<file path="config.mk">
export PLATFORM = sky130hd
export DESIGN_NAME = windowed_least_squares_fit_top
export DESIGN_NICKNAME = d
export VERILOG_FILES = /design/src/hw/rtl/wlsf_pkg.sv /design/src/hw/rtl/windowed_least_squares_fit_top.sv
export SDC_FILE = /design/constraint.sdc
export NUM_CORES = 2
export LEC_CHECK = 0
export BUFFER_PORTS_ARGS = -buffer_cell sky130_fd_sc_hd__buf_2
export CAP_MARGIN = 15
export CORE_UTILIZATION = 60
export CTS_BUF_LIST = sky130_fd_sc_hd__clkbuf_8
export DETAILED_ROUTE_END_ITERATION = 7
export PLACE_DENSITY_LB_ADDON = 0.15
export SETUP_SLACK_MARGIN = 0.2
export SLEW_MARGIN = 20
export SYNTH_ARGS = -nofsm -noshare
export SYNTH_HDL_FRONTEND = slang
export SYNTH_SLANG_ARGS = --single-unit
</file>
<file path="constraint.sdc">
create_clock -name clk -period 6.8 [get_ports clk]
set_input_delay 1.02 -clock clk [delete_from_list [all_inputs] [get_ports clk]]
set_output_delay 1.02 -clock clk [all_outputs]
set_load 0.02 [all_outputs]
</file>
<file path="src/hw/rtl/wlsf_pkg.sv">
`timescale 1ns / 1ps
// ----------------------------------------------------------------------------
// wlsf_pkg: shared constants and types of the windowed least-squares fit
// Field widths, accumulator widths and the datapath width of the shared
// add/subtract unit that does the window-end multiplies and divides.
// ----------------------------------------------------------------------------
package wlsf_pkg;

	// sample limit for a window length of zero
	localparam int MAX_SAMPLES = 4096;

	// field widths
	localparam int YEAR_W  = 12;
	localparam int Y_W     = 16;
	localparam int WLEN_W  = 8;
	localparam int SLOPE_W = 32;
	localparam int ICPT_W  = 40;
	localparam int CNT_W   = $clog2(MAX_SAMPLES + 1);

	// fraction bits of the anomaly, added to the slope numerator
	localparam int Y_FRAC = 12;

	// window length after reset
	localparam int WLEN_RESET = 10;

	// accumulator widths
	localparam int SDX_W  = CNT_W + YEAR_W;
	localparam int SY_W   = CNT_W + Y_W;
	localparam int SDXX_W = CNT_W + 2 * YEAR_W;
	localparam int SDXY_W = CNT_W + YEAR_W + Y_W + 1;

	// per-sample products
	localparam int PDXX_W = 2 * YEAR_W;
	localparam int PDXY_W = YEAR_W + Y_W + 1;

	// window-end values
	localparam int DEN_W = 2 * CNT_W + 2 * YEAR_W;
	localparam int DXY_W = 2 * CNT_W + YEAR_W + Y_W + 1;
	localparam int NUM_W = 2 * CNT_W + 2 * YEAR_W + Y_W + 4;
	localparam int MPL_W = SDXX_W;
	localparam int DIV_CNT_W = $clog2(NUM_W + 1);
	localparam int LIM_W = (CNT_W > WLEN_W) ? CNT_W : WLEN_W;

	typedef logic [YEAR_W-1:0]         year_t;
	typedef logic signed [Y_W-1:0]     anomaly_t;
	typedef logic [WLEN_W-1:0]         wlen_t;
	typedef logic [CNT_W-1:0]          count_t;
	typedef logic signed [SLOPE_W-1:0] slope_t;
	typedef logic signed [ICPT_W-1:0]  icpt_t;
	typedef logic [NUM_W-1:0]          num_t;

endpackage

</file>
<file path="src/hw/rtl/windowed_least_squares_fit_top.sv">
`timescale 1ns / 1ps
// ----------------------------------------------------------------------------
// windowed_least_squares_fit_top: windowed least-squares line fit
// Accumulates (year, anomaly) samples per window and, when a window closes,
// computes slope and intercept on one shared add/subtract unit.
// ----------------------------------------------------------------------------
//
// channel   direction  handshake                    payload
// config    in         cfg_wr_en                    cfg_wr_data (window length)
// sample    in         sample_valid / sample_stall  sample_year, anomaly, last_sample
// fit       out        fit_valid / fit_stall        window_start_year, sample_count,
//                                                   slope, intercept, degenerate,
//                                                   final_window
//
// a sample that does not close its window passes through ST_PROD and ST_ACC before the next accept
// a closing sample then runs on the shared add/subtract unit: one
// multiplier bit per cycle for four products and a 70-step divide for the slope, then
// three products and another divide for the intercept; a degenerate window stops early
// reset sets the window length to 10 and clears the accumulators, no clearing pass
// sample_stall is high while busy; a fit waiting in the output register still lets samples in
// ----------------------------------------------------------------------------
module windowed_least_squares_fit_top (
	input  logic               clk,
	input  logic               arst_n,
	input  logic               cfg_wr_en,
	input  wlsf_pkg::wlen_t    cfg_wr_data,
	input  logic               sample_valid,
	output logic               sample_stall,
	input  wlsf_pkg::year_t    sample_year,
	input  wlsf_pkg::anomaly_t anomaly,
	input  logic               last_sample,
	output logic               fit_valid,
	input  logic               fit_stall,
	output wlsf_pkg::year_t    window_start_year,
	output wlsf_pkg::count_t   sample_count,
	output wlsf_pkg::slope_t   slope,
	output wlsf_pkg::icpt_t    intercept,
	output logic               degenerate,
	output logic               final_window
);
	import wlsf_pkg::*;

	typedef enum logic [3:0] {
		ST_IDLE, ST_PROD, ST_ACC, ST_LOAD, ST_MUL,
		ST_TERM, ST_ABS, ST_DIV, ST_QUOT, ST_OUT
	} state_t;

	// products summed at window end, in order
	typedef enum logic [2:0] {
		TERM_NSXX,   // + n * sum_dxdx
		TERM_SXSX,   // - sum_dx * sum_dx   -> dxx
		TERM_NSXY,   // + n * sum_dxy
		TERM_SXSY,   // - sum_dx * sum_y    -> dxy
		TERM_SYSXX,  // + sum_y * sum_dxdx
		TERM_SXSXY,  // - sum_dx * sum_dxy
		TERM_FYDXY   // - first_year * dxy  -> intercept numerator
	} term_t;

	// saturate a quotient magnitude to the slope field and apply the sign
	function automatic slope_t sat_slope(input num_t q, input logic neg);
		logic ovf;
		ovf = |q[NUM_W-1:SLOPE_W-1];
		if (neg) begin
			sat_slope = ovf ? slope_t'({1'b1, {(SLOPE_W-1){1'b0}}})
			                : slope_t'(~q[SLOPE_W-1:0] + 1'b1);
		end else begin
			sat_slope = ovf ? slope_t'({1'b0, {(SLOPE_W-1){1'b1}}})
			                : slope_t'(q[SLOPE_W-1:0]);
		end
	endfunction

	// saturate a quotient magnitude to the intercept field and apply the sign
	function automatic icpt_t sat_icpt(input num_t q, input logic neg);
		logic ovf;
		ovf = |q[NUM_W-1:ICPT_W-1];
		if (neg) begin
			sat_icpt = ovf ? icpt_t'({1'b1, {(ICPT_W-1){1'b0}}})
			               : icpt_t'(~q[ICPT_W-1:0] + 1'b1);
		end else begin
			sat_icpt = ovf ? icpt_t'({1'b0, {(ICPT_W-1){1'b1}}})
			               : icpt_t'(q[ICPT_W-1:0]);
		end
	endfunction

	state_t                    state_q;
	term_t                     term_q;
	wlen_t                     wlen_q;

	// sample word and its products
	year_t                     dx_q;
	anomaly_t                  y_q;
	logic                      last_q;
	logic [PDXX_W-1:0]         pdxx_q;
	logic signed [PDXY_W-1:0]  pdxy_q;

	// window accumulators
	count_t                    count_q;
	year_t                     first_year_q;
	logic [SDX_W-1:0]          sdx_q;
	logic signed [SY_W-1:0]    sy_q;
	logic [SDXX_W-1:0]         sdxx_q;
	logic signed [SDXY_W-1:0]  sdxy_q;

	// shared unit operands and window-end values
	num_t                      acc_q;
	num_t                      mcand_q;
	logic [MPL_W-1:0]          mpl_q;
	logic [DIV_CNT_W-1:0]      cnt_q;
	logic                      sub_q;
	logic                      neg_q;
	logic                      div_icpt_q;
	logic                      degen_q;
	logic [DEN_W-1:0]          dxx_q;
	logic signed [DXY_W-1:0]   dxy_q;
	slope_t                    slope_q;
	icpt_t                     icpt_q;

	// output register
	logic                      fit_valid_q;
	year_t                     start_year_q;
	count_t                    out_count_q;
	slope_t                    out_slope_q;
	icpt_t                     out_icpt_q;
	logic                      out_degen_q;
	logic                      out_final_q;

	count_t                    cnt_inc;
	logic [LIM_W-1:0]          limit;
	logic                      win_close;
	num_t                      ld_mcand;
	logic [MPL_W-1:0]          ld_mpl;
	logic                      ld_sub;
	logic                      ld_clear;
	num_t                      rem_shift;
	num_t                      add_a;
	num_t                      add_b;
	logic                      add_sub;
	num_t                      add_sum;
	logic                      out_free;

	// window close decision
	assign cnt_inc   = count_q + 1'b1;
	assign limit     = (wlen_q == '0) ? LIM_W'(MAX_SAMPLES) : LIM_W'(wlen_q);
	assign win_close = (LIM_W'(cnt_inc) >= limit) || last_q;

	// operands of each window-end product
	always_comb begin
		ld_mcand = NUM_W'(sdxx_q);
		ld_mpl   = MPL_W'(count_q);
		ld_sub   = 1'b0;
		ld_clear = 1'b0;
		unique case (term_q)
			TERM_NSXX: begin
				ld_mcand = NUM_W'(sdxx_q);
				ld_mpl   = MPL_W'(count_q);
				ld_clear = 1'b1;
			end
			TERM_SXSX: begin
				ld_mcand = NUM_W'(sdx_q);
				ld_mpl   = MPL_W'(sdx_q);
				ld_sub   = 1'b1;
			end
			TERM_NSXY: begin
				ld_mcand = {{(NUM_W-SDXY_W){sdxy_q[SDXY_W-1]}}, sdxy_q};
				ld_mpl   = MPL_W'(count_q);
				ld_clear = 1'b1;
			end
			TERM_SXSY: begin
				ld_mcand = {{(NUM_W-SY_W){sy_q[SY_W-1]}}, sy_q};
				ld_mpl   = MPL_W'(sdx_q);
				ld_sub   = 1'b1;
			end
			TERM_SYSXX: begin
				ld_mcand = {{(NUM_W-SY_W){sy_q[SY_W-1]}}, sy_q};
				ld_mpl   = MPL_W'(sdxx_q);
				ld_clear = 1'b1;
			end
			TERM_SXSXY: begin
				ld_mcand = {{(NUM_W-SDXY_W){sdxy_q[SDXY_W-1]}}, sdxy_q};
				ld_mpl   = MPL_W'(sdx_q);
				ld_sub   = 1'b1;
			end
			TERM_FYDXY: begin
				ld_mcand = {{(NUM_W-DXY_W){dxy_q[DXY_W-1]}}, dxy_q};
				ld_mpl   = MPL_W'(first_year_q);
				ld_sub   = 1'b1;
			end
			default: begin
				ld_mcand = NUM_W'(sdxx_q);
			end
		endcase
	end

	// shared add/subtract unit
	assign rem_shift = {acc_q[NUM_W-2:0], mcand_q[NUM_W-1]};

	always_comb begin
		add_a   = acc_q;
		add_b   = mcand_q;
		add_sub = sub_q;
		unique case (state_q)
			ST_ABS: begin
				add_a   = '0;
				add_b   = acc_q;
				add_sub = acc_q[NUM_W-1];
			end
			ST_DIV: begin
				add_a   = rem_shift;
				add_b   = NUM_W'(dxx_q);
				add_sub = 1'b1;
			end
			default: begin
				add_a   = acc_q;
			end
		endcase
	end

	assign add_sum  = add_a + (add_b ^ {NUM_W{add_sub}}) + NUM_W'(add_sub);
	assign out_free = !fit_valid_q || !fit_stall;

	// sequencer, accumulators and output register
	always_ff @(posedge clk or negedge arst_n) begin
		if (!arst_n) begin
			state_q      <= ST_IDLE;
			term_q       <= TERM_NSXX;
			wlen_q       <= WLEN_W'(WLEN_RESET);
			count_q      <= '0;
			first_year_q <= '0;
			sdx_q        <= '0;
			sy_q         <= '0;
			sdxx_q       <= '0;
			sdxy_q       <= '0;
			fit_valid_q  <= 1'b0;
		end else begin
			if (cfg_wr_en) begin
				wlen_q <= cfg_wr_data;
			end
			// output register drains unless a new fit loads it this cycle
			if (fit_valid_q && !fit_stall && state_q != ST_OUT) begin
				fit_valid_q <= 1'b0;
			end

			unique case (state_q)
				// take a sample word and form its x offset
				ST_IDLE: begin
					if (sample_valid) begin
						if (count_q == '0) begin
							first_year_q <= sample_year;
							dx_q         <= '0;
						end else begin
							dx_q <= sample_year - first_year_q;
						end
						y_q     <= anomaly;
						last_q  <= last_sample;
						state_q <= ST_PROD;
					end
				end
				// per-sample products
				ST_PROD: begin
					pdxx_q  <= PDXX_W'(dx_q) * PDXX_W'(dx_q);
					pdxy_q  <= PDXY_W'($signed({1'b0, dx_q})) * PDXY_W'(y_q);
					state_q <= ST_ACC;
				end
				// running sums and window close check
				ST_ACC: begin
					count_q <= cnt_inc;
					sdx_q   <= sdx_q + SDX_W'(dx_q);
					sy_q    <= sy_q + {{(SY_W-Y_W){y_q[Y_W-1]}}, y_q};
					sdxx_q  <= sdxx_q + SDXX_W'(pdxx_q);
					sdxy_q  <= sdxy_q + {{(SDXY_W-PDXY_W){pdxy_q[PDXY_W-1]}}, pdxy_q};
					if (win_close) begin
						term_q  <= TERM_NSXX;
						state_q <= ST_LOAD;
					end else begin
						state_q <= ST_IDLE;
					end
				end
				// load operands of the next product
				ST_LOAD: begin
					mcand_q <= ld_mcand;
					mpl_q   <= ld_mpl;
					sub_q   <= ld_sub;
					if (ld_clear) begin
						acc_q <= '0;
					end
					state_q <= ST_MUL;
				end
				// shift-add multiply, one multiplier bit per cycle
				ST_MUL: begin
					if (mpl_q == '0) begin
						state_q <= ST_TERM;
					end else begin
						if (mpl_q[0]) begin
							acc_q <= add_sum;
						end
						mcand_q <= mcand_q << 1;
						mpl_q   <= mpl_q >> 1;
					end
				end
				// product done: keep partial results, pick the next step
				ST_TERM: begin
					unique case (term_q)
						TERM_NSXX: begin
							term_q  <= TERM_SXSX;
							state_q <= ST_LOAD;
						end
						TERM_SXSX: begin
							dxx_q   <= acc_q[DEN_W-1:0];
							degen_q <= (count_q < CNT_W'(2)) || acc_q[NUM_W-1] ||
							           (acc_q == '0);
							term_q  <= TERM_NSXY;
							state_q <= ST_LOAD;
						end
						TERM_NSXY: begin
							term_q  <= TERM_SXSY;
							state_q <= ST_LOAD;
						end
						TERM_SXSY: begin
							dxy_q <= acc_q[DXY_W-1:0];
							if (degen_q) begin
								slope_q <= '0;
								icpt_q  <= '0;
								state_q <= ST_OUT;
							end else begin
								acc_q      <= acc_q << Y_FRAC;
								div_icpt_q <= 1'b0;
								state_q    <= ST_ABS;
							end
						end
						TERM_SYSXX: begin
							term_q  <= TERM_SXSXY;
							state_q <= ST_LOAD;
						end
						TERM_SXSXY: begin
							term_q  <= TERM_FYDXY;
							state_q <= ST_LOAD;
						end
						TERM_FYDXY: begin
							div_icpt_q <= 1'b1;
							state_q    <= ST_ABS;
						end
						default: begin
							state_q <= ST_IDLE;
						end
					endcase
				end
				// numerator magnitude into the dividend register
				ST_ABS: begin
					neg_q   <= acc_q[NUM_W-1];
					mcand_q <= add_sum;
					acc_q   <= '0;
					cnt_q   <= DIV_CNT_W'(NUM_W);
					state_q <= ST_DIV;
				end
				// restoring divide, one quotient bit per cycle
				ST_DIV: begin
					if (!add_sum[NUM_W-1]) begin
						acc_q <= add_sum;
					end else begin
						acc_q <= rem_shift;
					end
					mcand_q <= {mcand_q[NUM_W-2:0], ~add_sum[NUM_W-1]};
					cnt_q   <= cnt_q - 1'b1;
					if (cnt_q == DIV_CNT_W'(1)) begin
						state_q <= ST_QUOT;
					end
				end
				// saturate the quotient
				ST_QUOT: begin
					if (div_icpt_q) begin
						icpt_q  <= sat_icpt(mcand_q, neg_q);
						state_q <= ST_OUT;
					end else begin
						slope_q <= sat_slope(mcand_q, neg_q);
						term_q  <= TERM_SYSXX;
						state_q <= ST_LOAD;
					end
				end
				// hand the result to the output register and start a new window
				ST_OUT: begin
					if (out_free) begin
						fit_valid_q  <= 1'b1;
						start_year_q <= first_year_q;
						out_count_q  <= count_q;
						out_slope_q  <= slope_q;
						out_icpt_q   <= icpt_q;
						out_degen_q  <= degen_q;
						out_final_q  <= last_q;
						count_q      <= '0;
						first_year_q <= '0;
						sdx_q        <= '0;
						sy_q         <= '0;
						sdxx_q       <= '0;
						sdxy_q       <= '0;
						state_q      <= ST_IDLE;
					end
				end
				default: begin
					state_q <= ST_IDLE;
				end
			endcase
		end
	end

	assign sample_stall      = (state_q != ST_IDLE);
	assign fit_valid         = fit_valid_q;
	assign window_start_year = start_year_q;
	assign sample_count      = out_count_q;
	assign slope             = out_slope_q;
	assign intercept         = out_icpt_q;
	assign degenerate        = out_degen_q;
	assign final_window      = out_final_q;

	// a degenerate window reports a zero fit
	a_degen_zero: assert property (@(posedge clk) disable iff (!arst_n)
		fit_valid && degenerate |-> slope == '0 && intercept == '0)
		else $error("degenerate window with nonzero fit");

	// a fitted window holds at least one sample, at least two unless degenerate, and no more than the limit
	a_count_range: assert property (@(posedge clk) disable iff (!arst_n)
		fit_valid |-> sample_count != '0 && sample_count <= CNT_W'(MAX_SAMPLES) &&
		(degenerate || sample_count >= CNT_W'(2)))
		else $error("window sample count out of range");

	// divider step counter never runs out while dividing
	a_div_cnt: assert property (@(posedge clk) disable iff (!arst_n)
		state_q == ST_DIV |-> cnt_q != '0)
		else $error("divider counter underflow");

	// window accumulator stays within the sample limit
	a_win_count: assert property (@(posedge clk) disable iff (!arst_n)
		count_q <= CNT_W'(MAX_SAMPLES))
		else $error("window count beyond limit");

endmodule

</file>
### Word-level counts from Yosys, hierarchy flattened

Cells that the tools add are included.

| cells by class | value |
|---|---|
| add/sub/neg operators | 11 |
| multiply operators | 2 |
| div/mod/pow operators | 0 |
| order comparisons | 2 |
| eq/ne operators | 33 |
| shift operators | 0 |
| mux-type cells | 66 |
| bitwise gates (word level) | 4 |
| reduce and logical (&&, ||, !) cells | 50 |

Operators by type and width:

| operator | count |
|---|---|
| 70-bit one-hot mux with 4 select lines | 2 |
| 70-bit two-way mux | 7 |
| 70-bit one-hot mux with 5 select lines | 1 |
| 70-bit one-hot mux with 2 select lines | 2 |
| 40-bit two-way mux | 6 |
| 32-bit two-way mux | 6 |
| 37-bit one-hot mux with 2 select lines | 2 |
| 37-bit one-hot mux with 3 select lines | 1 |
| 42-bit one-hot mux with 2 select lines | 1 |
| 40-bit one-hot mux with 2 select lines | 1 |
| 37-bit two-way mux | 2 |
| 70-bit by 1-bit adder with 70-bit output | 1 |
| 70-bit adder | 1 |
| 70-bit zero test | 1 |
| 70-bit bitwise XOR | 1 |
| 32-bit one-hot mux with 2 select lines | 1 |
| 29-bit one-hot mux with 2 select lines | 1 |
| 25-bit one-hot mux with 2 select lines | 1 |
| 42-bit adder | 1 |
| 42-bit two-way mux | 1 |
| 40-bit by 1-bit adder with 40-bit output, second input constant | 1 |
| 40-bit NOT | 1 |
| 4-bit one-hot mux with 10 select lines | 1 |
| 39-bit OR reduction | 1 |
| 61 further kinds | 124 |

| storage, ports and cells | value |
|---|---|
| register bits after elaboration | 720 |
| latch bits | 0 |
| bits in writable memories | 0 |
| memory bits (read-only) | 0 |
| bits of input ports | 42 |
| output and inout port bits | 101 |
| memories | 0 |

### Logic depth before layout (Yosys ltp)

| depth | value |
|---|---|
| depth in word-level cells | 8 |
| depth in mapped cells | 25 |
| mapped depth without buffers | 24 |

### Least setup slack after synthesis

No wires, ideal clock.

| timing path | value |
|---|---|
| kind | register to register |
| start point | register term_q[0] |
| end point | register acc_q[0] (enable) |
| library setup time | 584 ps |
| arrival time | 6207 ps |
| path slack | 9 ps |
| cell stages (with the launch flop) | 8 |
| buffers on the path | 2 |
| period minus slack after synthesis | 6791 ps |
| path through | dfrtp_1 > clkbuf_1 > clkbuf_1 > nor2b_1 > nand2_1 > nor2_1 > o22ai_1 > nor3_1 |

| on the way | value |
|---|---|
| cells in the longest elaborated chain, start to end | 5 |
| elaborated cells between the ends (all ways) | 9 |
| those cells by class | 5 x eq/ne; 1 x mux; 3 x reduce/logical |

Ends and longest elaborated chain:

| what | RTL line | RTL |
|---|---|---|
| start, declared | windowed_least_squares_fit_top.sv:86 | `term_t term_q;` |
| start signal, assigned | windowed_least_squares_fit_top.sv:225 | `term_q <= TERM_NSXX;` |
| start signal, assigned | windowed_least_squares_fit_top.sv:272 | `term_q <= TERM_NSXX;` |
| start signal, assigned | windowed_least_squares_fit_top.sv:304 | `term_q <= TERM_SXSX;` |
| 3-bit equality test (tied with other cells) | windowed_least_squares_fit_top.sv:152 | `unique case (term_q)` |
| 3-bit OR reduction (no line) | - |  |
| 1-bit two-way mux | windowed_least_squares_fit_top.sv:152 |  |
| 2-bit != test (no line) | - |  |
| 7-bit AND reduction (no line) * | - |  |
| end signal, assigned | windowed_least_squares_fit_top.sv:294 | `acc_q <= add_sum;` |
| end signal, assigned | windowed_least_squares_fit_top.sv:325 | `acc_q <= acc_q << Y_FRAC;` |
| end signal, assigned | windowed_least_squares_fit_top.sv:358 | `acc_q <= add_sum;` |
| end, declared | windowed_least_squares_fit_top.sv:105 | `num_t acc_q;` |

Mark *: on every way between the ends. The rest lies on a longest branch, timed or not.
A chain may end at the register's enable or synchronous reset.

### Worst setup path after layout

| timing path | value |
|---|---|
| start point | register dx_q[1] |
| end point | register pdxy_q[25], data pin |

| on the way | value |
|---|---|
| cells in the longest elaborated chain, start to end | 1 |

Ends and longest elaborated chain:

| what | RTL line | RTL |
|---|---|---|
| start, declared | windowed_least_squares_fit_top.sv:90 | `year_t dx_q;` |
| start signal, assigned | windowed_least_squares_fit_top.sv:251 | `dx_q <= sample_year - first_year_q;` |
| 13-bit by 16-bit multiplier with 29-bit output | windowed_least_squares_fit_top.sv:261 | `pdxy_q <= PDXY_W'($signed({1'b0, dx_q})) * PDXY_W'(y_q);` |
| end signal, assigned | windowed_least_squares_fit_top.sv:261 |  |
| end, declared | windowed_least_squares_fit_top.sv:94 | `logic signed [PDXY_W-1:0] pdxy_q;` |

No other way between the ends.

==> results.sh <==
export IMPL_ys_seq_elements=719
export IMPL_finalSetupTns_ns=0
export IMPL_cp_end_kind="register"
export IMPL_gp_congestion=0.9537
export IMPL_hold_path_class="in2async"
export IMPL_netlist_top_cells_area="edfxtp_1, fa_1, dfrtp_1, ha_1, o21ai_0"
export IMPL_grt_max_degree=100
export IMPL_rrSetupSlack_ns=0.37
export IMPL_fillers=7299
export IMPL_wl_per_cell_um=23.46
export IMPL_ys_dominant_reg_cell="edfxtp_1"
export IMPL_cts_made_buffers=120
export IMPL_die_width_um=302.5
export IMPL_max_cap_violations=0
export IMPL_fin_nets=6365
export IMPL_outcome="finished clean"
export IMPL_cp_slowest_stage_delay_ns=0.56
export IMPL_die_area_um2=91500
export IMPL_first_iter_violations=5251
export IMPL_drt_wl_total_um=164400
export IMPL_grt_pass1_wl_um=252500
export IMPL_synth_cells=5663
export IMPL_final_hold_viol_count=0
export IMPL_critPathLaunch="dx_q[1]$_SDFFCE_PN0P_"
export IMPL_slew_headroom=0.2435
export IMPL_ys_types=87
export IMPL_cp_common_cell="fa_1"
export IMPL_yosys_warnings=0
export IMPL_crit_arrival_ns=6.96
export IMPL_start_kind="register"
export IMPL_cts_tree="built"
export IMPL_finalMaxSlewViolations=0
export IMPL_worstSetupPathType="reg2reg"
export IMPL_portBuffers=142
export IMPL_synth_top_area_frac=0.3021
export IMPL_period_share=0.9451
export IMPL_cp_max_fo=12
export IMPL_core_um2=88920
export IMPL_synth_most_common_cell="nand2_1"
export IMPL_placed_cell_area_um2=56110
export IMPL_worst_slew_pin_slew_ns=1.135
export IMPL_fin_worst_skew_ns=0.07997
export IMPL_dp_hpwl_um=120500
export IMPL_antenna_found_initial=2
export IMPL_required_ns=7.34
export IMPL_htreeDepth=3
export IMPL_yosysSeqAreaShare=0.3825
export IMPL_grt_pass1_vias=42958
export IMPL_synth_nets=6291
export IMPL_dr_pass1_iters=7
export IMPL_synth_common_cells="nand2_1, edfxtp_1, inv_1"
export IMPL_synth_avg_cell_area_um2=9.566
export IMPL_stdcell_area_um2=58760
export IMPL_rows=109
export IMPL_start_util=0.6092
export IMPL_ant_nets=0
export IMPL_drc=0
export IMPL_synth_largest_area_cell="edfxtp_1"
export IMPL_drive_gt1_frac=0.08818
export IMPL_fin_crit_ns=6.426
export IMPL_viasPerCell=6.348
export IMPL_cts_buffer_depth=3
export IMPL_synth_edff_count=545
export IMPL_grt_overflow_total=0
export IMPL_rsz0062_at_grt="true"
export IMPL_reg2regPathDepth=20
export IMPL_clk_latency_ns=0.86
export IMPL_worstReg2RegEnd="pdxy_q[25]$_DFFE_PP_"
export IMPL_setup_worst_path_end="pdxy_q[25]$_DFFE_PP_"
export IMPL_die_h_um=302.5
export IMPL_clkTransAtPathRegs_ns=0.06
export IMPL_reg2reg_from="dx_q[1]$_SDFFCE_PN0P_"
export IMPL_num_vias=44486
export IMPL_max_freq_mhz=155.6
export IMPL_area_growth_syn_to_layout_pct=8.467
export IMPL_postSynth_asyncResetShare=0.2420
export IMPL_worstPathCellList="buf_4, buf_4, and2_1, fa_1, inv_1, fa_1, inv_1, fa_1, fa_1, inv_1, fa_1, inv_1, ha_1, a211o_1, o21a_1, a2111oi_2, o41ai_1, a2111oi_0, nor3_1, xor2_1"
export IMPL_syn_area_um2=54170
export IMPL_finalSetupViolations=0
export IMPL_grtUsageTotal=0.3609
export IMPL_cts_sinks=719
export IMPL_slowest_stage="edfxtp_1"
export IMPL_ios=143
export IMPL_cts_root_buf="clkbuf_8"
[worst max-delay path, delay by kind of cell, from the launching register on]
| family | cells | cell delay (ns) |
|---|---|---|
| buffers and inverters | 6 | 0.57 |
| adders and majority gates | 6 | 2.89 |
| xor gates and xnor gates | 1 | 0.16 |
| and+or+nand+nor | 2 | 0.34 |
| DFF | 1 | 0.56 |
| AOI/OAI and AO/OA | 5 | 1.65 |
[cell usage in the layout, fill, tap and decap left out, types with 105 or more instances in the layout]
cell      count
ha_1        321
dfrtp_1     170
fa_1        265
buf_4       107
edfxtp_1    545
nand2_1     582
nor2_1      340
nand3_1     135
buf_2       142
o21ai_0     454
inv_1       546
xor2_1      105
and2_1      144
a21oi_1     298
clkbuf_8    125
a21o_1      123
xnor2_1     197
[cell type report]
class / count / area, um2 / area share
Antenna cell: 3 / 7.507 / 0.0001278
Sequential cell: 719 / 20730 / 0.3527
Clock buffer: 124 / 1707 / 0.02904
Tap cell: 1165 / 1458 / 0.02481
Timing Repair Buffer: 254 / 1608 / 0.02736
Clock inverter: 101 / 758.2 / 0.01290
Multi-Input combinational cell: 4126 / 30560 / 0.5201
Inverter: 516 / 1937 / 0.03296
[worst min path at each step]
stage / startpoint / end / slack [ns] / cells after the start
2_1_floorplan: icpt_q[0]$_SDFFCE_PN0P_ / intercept[0]$_DFFE_PP_ / 0.40 / 0
3_3_place_gp: icpt_q[0]$_SDFFCE_PN0P_ / intercept[0]$_DFFE_PP_ / 0.40 / 0
3_5_place_dp: icpt_q[0]$_SDFFCE_PN0P_ / intercept[0]$_DFFE_PP_ / 0.40 / 0
4_1_cts: arst_n / sdxx_q[32]$_DFFE_PN0P_ / 0.20 / 1
5_1_grt: arst_n / count_q[9]$_DFFE_PN0P_ / 0.24 / 1
6_report: arst_n / sdxx_q[32]$_DFFE_PN0P_ / 0.23 / 1
[layer usage]
metal / vias up / share of wire / GRT usage
met5: - / 0 / 0
met4: 0 / 0.056 / 0.1888
met3: 387 / 0.085 / 0.05614
met2: 2214 / 0.46 / 0.5682
met1: 21529 / 0.40 / 0.4850
li1: 20356 / - / -
[registers in the layout, summed over array words and instances, names as in the netlist, 23 cells and up]
name	cells
pdxy_q	29
sdxy_q	42
dxy_q	55
pdxx_q	23
intercept	40
mcand_q	70
sdx_q	25
icpt_q	40
slope	32
mpl_q	37
sdxx_q	37
sy_q	29
slope_q	32
acc_q	70
dxx_q	50
[cells by family after synthesis]
family,after synthesis,share of synthesized area
mux,83,0.01584
xor+xnor,304,0.04963
buf+inv,818,0.05700
fa+ha+maj,586,0.1721
simple gates,1612,0.1394
flops,719,0.3825
compound gates,1541,0.1836
[stage by stage]
stage | setup slack [ns] | instances | utilization | hold slack, ns
floorplan | 0.6369 | 5663 | - | 0.4003
detailed placement | 0.1373 | 6758 | 0.6310 | 0.4045
global route | 0.1441 | 7006 | 0.6608 | 0.2373
finish | 0.3736 | 7008 | 0.6608 | 0.2327
global placement | 0.2399 | 6758 | 0.6310 | 0.4009
CTS | 0.2197 | 6983 | 0.6588 | 0.1977
[what timing repair did]
item	4_1_cts	5_1_grt
hold endpoints to repair	0	0
buffers inserted	0	22
setup endpoints to repair	1	6
hold buffers	0	0
cloned	0	0
pin swaps	0	0
gates resized for setup	1	3
Power is not shown: default switching activity piles up to over one toggle a cycle in this logic, so the estimate is an artifact.
